===== src/rtl/mbrtu_pkg.sv =====
// Shared types, constants and the CRC-16 byte update for the Modbus RTU frame checker.
// No dependencies; imported by every module of the block.
`default_nettype none

package mbrtu_pkg;

    // Frame sizing
    localparam int DEF_MAX_FRAME_BYTES = 256;
    localparam int MIN_FRAME_BYTES     = 8;

    // Field widths
    localparam int BYTE_W   = 8;
    localparam int STATUS_W = 3;
    localparam int FBYTES_W = 9;
    localparam int CHECK_W  = 16;
    localparam int CFG_IDX_W  = 3;
    localparam int CFG_DATA_W = 8;

    // CRC-16 (reflected) constants
    localparam logic [CHECK_W-1:0] CHECK_INIT = 16'hFFFF;
    localparam logic [CHECK_W-1:0] CHECK_POLY = 16'hA001;

    // Status codes
    localparam logic [STATUS_W-1:0] STATUS_OK         = 3'd0;
    localparam logic [STATUS_W-1:0] STATUS_TOO_SHORT  = 3'd1;
    localparam logic [STATUS_W-1:0] STATUS_BAD_ADDR   = 3'd2;
    localparam logic [STATUS_W-1:0] STATUS_BAD_CHECK  = 3'd3;
    localparam logic [STATUS_W-1:0] STATUS_UNKNOWN_FN = 3'd4;

    // Register indexes
    localparam logic [CFG_IDX_W-1:0] REG_SLAVE_ADDRESS    = 3'd0;
    localparam logic [CFG_IDX_W-1:0] REG_READ_CODE        = 3'd1;
    localparam logic [CFG_IDX_W-1:0] REG_WRITE_CODE       = 3'd2;
    localparam logic [CFG_IDX_W-1:0] REG_CHECK_HIGH_FIRST = 3'd3;

    // Register reset values
    localparam logic [BYTE_W-1:0] RST_SLAVE_ADDRESS    = 8'd1;
    localparam logic [BYTE_W-1:0] RST_READ_CODE        = 8'd3;
    localparam logic [BYTE_W-1:0] RST_WRITE_CODE       = 8'd6;
    localparam logic              RST_CHECK_HIGH_FIRST = 1'b1;

    typedef struct packed {
        logic [BYTE_W-1:0] slave_address;
        logic [BYTE_W-1:0] read_code;
        logic [BYTE_W-1:0] write_code;
        logic              check_high_first;
    } cfg_t;

    typedef struct packed {
        logic [BYTE_W-1:0] frame_byte;
        logic              end_of_frame;
    } item_t;

    // Fold one byte into the running CRC, least significant bit first
    function automatic logic [CHECK_W-1:0] crc_feed(input logic [CHECK_W-1:0] crc_in,
                                                    input logic [BYTE_W-1:0]  data);
        logic [CHECK_W-1:0] c;
        c = crc_in ^ {{(CHECK_W-BYTE_W){1'b0}}, data};
        for (int k = 0; k < BYTE_W; k++)
        begin
            c = c[0] ? ((c >> 1) ^ CHECK_POLY) : (c >> 1);
        end
        return c;
    endfunction

endpackage

`default_nettype wire


===== src/rtl/mbrtu_frame_core.sv =====
// Frame state, CRC update, checks and result register of the Modbus RTU frame checker.
// Depends on mbrtu_pkg for cfg_t, item_t, status codes and crc_feed.
`default_nettype none

module mbrtu_frame_core
    import mbrtu_pkg::*;
#(
    parameter int MAX_FRAME_BYTES = DEF_MAX_FRAME_BYTES
)
(
    input  wire logic                clk,
    input  wire logic                rst_n,
    input  wire cfg_t                cfg,
    input  wire logic                item_valid,
    input  wire item_t               item,
    output logic                     item_take,
    output logic                     status_valid,
    input  wire logic                status_stall,
    output logic [STATUS_W-1:0]      status,
    output logic [BYTE_W-1:0]        function_code,
    output logic [FBYTES_W-1:0]      frame_bytes,
    output logic [CHECK_W-1:0]       computed_check
);

    localparam int CNT_W = $clog2(MAX_FRAME_BYTES + 1);
    localparam logic [CNT_W-1:0] CNT_MAX = CNT_W'(MAX_FRAME_BYTES);
    localparam logic [CNT_W-1:0] CNT_MIN = CNT_W'(MIN_FRAME_BYTES);

    // Frame state
    logic [CHECK_W-1:0] crc_reg,   crc_next;
    logic [BYTE_W-1:0]  held0_reg, held0_next;
    logic [BYTE_W-1:0]  held1_reg, held1_next;
    logic [CNT_W-1:0]   count_reg, count_next;
    logic               addr_reg,  addr_next;
    logic [BYTE_W-1:0]  code_reg,  code_next;

    // Result register
    logic                status_valid_reg, status_valid_next;
    logic [STATUS_W-1:0] status_reg;
    logic [BYTE_W-1:0]   function_code_reg;
    logic [FBYTES_W-1:0] frame_bytes_reg;
    logic [CHECK_W-1:0]  computed_check_reg;

    logic               out_free;
    logic               fire;
    logic               last_fire;
    logic [CHECK_W-1:0] crc_fed;
    logic [CNT_W-1:0]   n;
    logic [BYTE_W-1:0]  prev_byte;
    logic [CHECK_W-1:0] received;
    logic [STATUS_W-1:0] status_calc;

    // A non-final byte never needs the result slot
    assign out_free  = !status_valid_reg || !status_stall;
    assign fire      = item_valid && (!item.end_of_frame || out_free);
    assign last_fire = fire && item.end_of_frame;
    assign item_take = fire;

    // Byte leaving the two-byte delay goes into the CRC
    assign crc_fed = (count_reg > CNT_W'(1)) ? crc_feed(crc_reg, held1_reg) : crc_reg;
    assign n       = (count_reg == CNT_MAX) ? CNT_MAX : count_reg + CNT_W'(1);

    // Capture address match on the first byte, function code on the second
    always_comb
    begin
        addr_next = addr_reg;
        code_next = code_reg;
        if (count_reg == '0)
        begin
            addr_next = (item.frame_byte == cfg.slave_address);
            code_next = '0;
        end
        else if (count_reg == CNT_W'(1))
        begin
            code_next = item.frame_byte;
        end
    end

    // Assemble the received check from the last two bytes
    always_comb
    begin
        prev_byte = (count_reg != '0) ? held0_reg : '0;
        if (cfg.check_high_first)
            received = {prev_byte, item.frame_byte};
        else
            received = {item.frame_byte, prev_byte};
    end

    // Checks in priority order
    always_comb
    begin
        if (n < CNT_MIN)
            status_calc = STATUS_TOO_SHORT;
        else if (!addr_next)
            status_calc = STATUS_BAD_ADDR;
        else if (received != crc_fed)
            status_calc = STATUS_BAD_CHECK;
        else if (code_next != cfg.read_code && code_next != cfg.write_code)
            status_calc = STATUS_UNKNOWN_FN;
        else
            status_calc = STATUS_OK;
    end

    // Advance the frame state, or clear it after the final byte
    always_comb
    begin
        crc_next   = crc_reg;
        held0_next = held0_reg;
        held1_next = held1_reg;
        count_next = count_reg;
        if (fire)
        begin
            if (item.end_of_frame)
            begin
                crc_next   = CHECK_INIT;
                held0_next = '0;
                held1_next = '0;
                count_next = '0;
            end
            else
            begin
                crc_next   = crc_fed;
                held0_next = item.frame_byte;
                held1_next = held0_reg;
                count_next = n;
            end
        end
    end

    // Result slot: load on a final byte, drop once transferred
    always_comb
    begin
        status_valid_next = status_valid_reg;
        if (last_fire)
            status_valid_next = 1'b1;
        else if (!status_stall)
            status_valid_next = 1'b0;
    end

    always_ff @(posedge clk or negedge rst_n)
    begin
        if (!rst_n)
        begin
            crc_reg          <= CHECK_INIT;
            held0_reg        <= '0;
            held1_reg        <= '0;
            count_reg        <= '0;
            addr_reg         <= 1'b0;
            code_reg         <= '0;
            status_valid_reg <= 1'b0;
        end
        else
        begin
            crc_reg          <= crc_next;
            held0_reg        <= held0_next;
            held1_reg        <= held1_next;
            count_reg        <= count_next;
            status_valid_reg <= status_valid_next;
            if (fire)
            begin
                addr_reg <= item.end_of_frame ? 1'b0 : addr_next;
                code_reg <= item.end_of_frame ? '0 : code_next;
            end
        end
    end

    // Result payload
    always_ff @(posedge clk)
    begin
        if (last_fire)
        begin
            status_reg         <= status_calc;
            function_code_reg  <= code_next;
            frame_bytes_reg    <= FBYTES_W'(n);
            computed_check_reg <= crc_fed;
        end
    end

    assign status_valid   = status_valid_reg;
    assign status         = status_reg;
    assign function_code  = function_code_reg;
    assign frame_bytes    = frame_bytes_reg;
    assign computed_check = computed_check_reg;

`ifndef SYNTHESIS
    a_count_bounded: assert property (@(posedge clk) disable iff (!rst_n)
        count_reg <= CNT_MAX)
        else $error("byte count above frame maximum");

    a_final_loads_result: assert property (@(posedge clk) disable iff (!rst_n)
        last_fire |=> status_valid_reg)
        else $error("final byte did not load a result");

    a_final_clears_frame: assert property (@(posedge clk) disable iff (!rst_n)
        last_fire |=> (count_reg == '0 && crc_reg == CHECK_INIT && !addr_reg))
        else $error("frame state not cleared after final byte");

    a_count_steps: assert property (@(posedge clk) disable iff (!rst_n)
        (fire && !item.end_of_frame && count_reg != CNT_MAX)
            |=> count_reg == $past(count_reg) + CNT_W'(1))
        else $error("byte count did not advance");

    a_no_take_when_full: assert property (@(posedge clk) disable iff (!rst_n)
        (item_valid && item.end_of_frame && status_valid_reg && status_stall) |-> !item_take)
        else $error("final byte taken while result slot held");
`endif

endmodule

`default_nettype wire


===== config.mk =====
export PLATFORM = sky130hd
export DESIGN_NAME = mbrtu_frame_core
export DESIGN_NICKNAME = d
export VERILOG_FILES = /design/src/rtl/mbrtu_pkg.sv /design/src/rtl/mbrtu_frame_core.sv
export SDC_FILE = /design/constraint.sdc
export NUM_CORES = 1
export LEC_CHECK = 0
export ABC_AREA = 0
export BUFFER_PORTS_ARGS = -buffer_cell sky130_fd_sc_hd__buf_2
export CAP_MARGIN = 10
export CORE_ASPECT_RATIO = 1.2
export CORE_MARGIN = 4
export CORE_UTILIZATION = 50
export DETAILED_ROUTE_END_ITERATION = 10
export GPL_TIMING_DRIVEN = 0
export PLACE_DENSITY = 0.7
export SYNTH_ARGS = -nofsm -noshare
export SYNTH_HDL_FRONTEND = slang
export SYNTH_SLANG_ARGS = --single-unit

===== constraint.sdc =====
create_clock -name clk -period 4.1 [get_ports clk]
set_input_delay 0.615 -clock clk [delete_from_list [all_inputs] [get_ports clk]]
set_output_delay 0.615 -clock clk [all_outputs]
set_load 0.05 [all_outputs]

==> results.toml <==
[synthesis]
yosys.area.top_type = "edfxtp_1"
synth_compound_area_frac = 0.104
netlist_area_um2 = 4730
post_synth_fa_ha_maj_area_fraction = 0.00793
ys.flop_type = "edfxtp_1"
syn_inst = 438
synth_cell_types = 55
yosys.area_share.simple = 0.166
synthXorXnorAreaFrac = 0.132
synth.most_common_cell = "xnor2_1"
syn-mean-instance-area_um2 = 10.8
yosysWarnings = 0
synth_seq_area_share = 0.502
synth.area.mux_share = 0.0500
synth_top_family_by_area = "simple AND/OR/NAND/NOR gates"
async_flop_share = 0.586
synth-edff-count = 36
synth_common_cells = "50 x xnor2_1, 46 x nand2_1, 36 x edfxtp_1"
synth-seq-cells = 87
synth_top_area_share = 0.228
yosys-top-cells-area = "edfxtp_1 23%, dfrtp_1 19%, xnor2_1 9.3%"
syn_nets = 479

[setup_path]
crit_path_end = "status[1]"
r2r-end = "status[1]"
cp-end-kind = "flip-flop"
start_kind = "flip-flop"
timing.rr.start = "count_reg[0]"
worstPathArrival_ns = 3.54
cp_slowest_stage_delay_ns = 0.52
required_ns = 4.23
path_class = "reg2reg"
reg2reg_slack_ns = 0.68
path_cells = "inv_1, ha_1, nor4b_2, nand2_1, clkbuf_1, a31oi_1, xnor2_1, nand4_1, nor4_2, nand4_1, and2b_1"
critPathMostFrequentCell = "nand4_1"
reg2reg_depth = 11
critPathSlowestCell = "nor4b_2"
path_max_fanout = 10
startpoint = "count_reg[0]"

[global_route]
grt_pass1_vias = 3732
grt.overflow.total = 0
grt_start_max_net_pins = 52
antenna_found_initial = 0
grt_first_pass_wirelength_um = 18800
grt_usage = 0.217

[sta]
max_slew_margin = 0.430
post-route-period-util = 0.833
fin_skew_ns = 0.00835
fin_crit_ns = 3.42
final-max-slew-violation-count = 0
worstMarginPinSlew_ns = 0.855
finalHoldViolCount = 0
fmax_mhz = 293
timing.final.ws_setup_ns = 0.684
worst_hold_slack_ns = 0.188
setup_viol = 0
rsz0062_at_grt = "false"
tns_ns = 0

[clocking]
clockBufferDepth = 2
clk_pin_slew_ns = 0.08
cts_hold_buffers = 0
cts_sinks = 87
cts_tree = "built"
cts-root-buf = "clkbuf_8"
cts_resized = 0
clkLatencyLatePin_ns = 0.36
cts_buffers = 9
cts_setup_buffers = 0
htreeDepth = 3

[final_layout]
fin_area_um2 = 5450
diodes = 0
final_cells = 649
nets = 565
fin_util = 0.597
layout-drive-gt1-share = 0.233
area_growth_pct = 15.2

[power_and_ir_drop]
p_sw_frac = 0.378
net-switching-power_mw = 1.18
power_frac_comb = 0.436
leakage_nw = 2.34
p_int_mw = 1.94
power_density_nw_per_um2 = 571
pwr-share-clk = 0.183
vdd_drop_max_mv = 0.303
total_power_mw = 3.12
seqPwrFrac = 0.382

[die]
fp.coreArea_um2 = 9130
dieArea_um2 = 11100
num_rows = 38
initial_utilization = 0.518
pin_count = 76
die_height_um = 115
die_x_um = 96.8

[job]
drv_cap = 0

[placed_design]
place_area_um2 = 5250
place_hpwl_um = 8280
dp.cells = 632
dp_slack_ns = 0.793
gp_congestion = 0.860
portBuffers = 74

[outcome]
status = "complete, no violations"

[worst_hold_path]
hold_path_class = "in2async"

[drt]
dr.pass1.iters = 4
wirelength_um = 11300
drt-initial-drc-count = 202
drc = 0
routed_via_density = 5.46
num_vias = 3546
wl_per_cell_um = 17.4
detail-route-antenna-nets = 0
[how the worst min path moves through the flow]
stage	startpoint	to	depth (start not counted)
after floorplan	rst_n	addr_reg	0
after global placement	crc_reg[12]	crc_reg[12]	2
after detailed placement	crc_reg[12]	crc_reg[12]	2
after CTS	status_stall	status_valid	2
after global routing	rst_n	count_reg[4]	1
final	rst_n	code_reg[6]	1
[kinds of logic (layout without fill, tap and decap cells)]
family | count (synthesis) | count (layout)
multiplexers | 22 | 22
flip-flops | 87 | 87
AO/OA/AOI/OAI | 73 | 73
buffers and inverters | 42 | 133
adder cells (fa/ha/maj) | 3 | 3
XOR/XNOR | 64 | 64
AND/OR/NAND/NOR | 147 | 147
[worst max-delay path: cells and delay by family, from the launching register on]
family / cells / cell delay, ns
xor+xnor: 1 / 0.16
flops: 1 / 0.47
compound gates: 1 / 0.27
fa+ha+maj: 1 / 0.14
simple gates: 6 / 1.73
buf+inv: 2 / 0.41
[cell usage in the layout (no fill, tap or decap), types with 4 or more instances in the layout]
| cell type | Yosys | routed |
|---|---|---|
| buf_2 | 2 | 76 |
| xnor2_1 | 50 | 50 |
| nand2_1 | 46 | 46 |
| edfxtp_1 | 36 | 36 |
| dfrtp_1 | 35 | 35 |
| nor2_1 | 28 | 28 |
| inv_1 | 22 | 22 |
| mux2i_1 | 18 | 18 |
| clkbuf_1 | 15 | 16 |
| dfstp_2 | 16 | 16 |
| o21ai_0 | 15 | 15 |
| a21oi_1 | 14 | 14 |
| nand3b_1 | 14 | 14 |
| nand3_1 | 11 | 11 |
| a22o_1 | 11 | 11 |
| nand4_1 | 10 | 10 |
| a31oi_1 | 10 | 10 |
| xor2_1 | 9 | 9 |
| clkbuf_8 | 0 | 9 |
| nor2b_1 | 7 | 7 |
| and2_1 | 6 | 6 |
| nor3_1 | 5 | 5 |
| and3_1 | 6 | 5 |
| clkinv_1 | 1 | 4 |
| o22a_1 | 4 | 4 |
| o31ai_1 | 4 | 4 |
[final cells by class]
cell class                 count  area (um^2)
fill                         803         3680
sequential                    87         2380
multi-input combinational    309         2180
timing repair buffer          75          390
tap                          120          150
clock buffer                  10          128
buffer                        19         88.8
inverter                      23         86.3
clock inverter                 6         51.3
[power by group through the flow]
stage	clock network, mW	registers [mW]	logic, mW
2_1_floorplan	0	1.34	0.913
3_3_place_gp	0	1.20	1.32
3_5_place_dp	0	1.20	1.35
4_1_cts	0.584	1.19	1.35
5_1_grt	0.621	1.21	1.47
6_report	0.569	1.19	1.36
[metal layers]
layer / wire (um) / share of wire / GRT usage / vias up
li1: - / - / - / 1709
met1: 4910 / 0.44 / 0.267 / 1711
met2: 5530 / 0.49 / 0.359 / 105
met3: 598 / 0.053 / 0.0548 / 21
met4: 227 / 0.020 / 0.101 / 0
met5: 0 / 0 / 0 / -
Note: power is estimated with default switching activity, not from simulation.
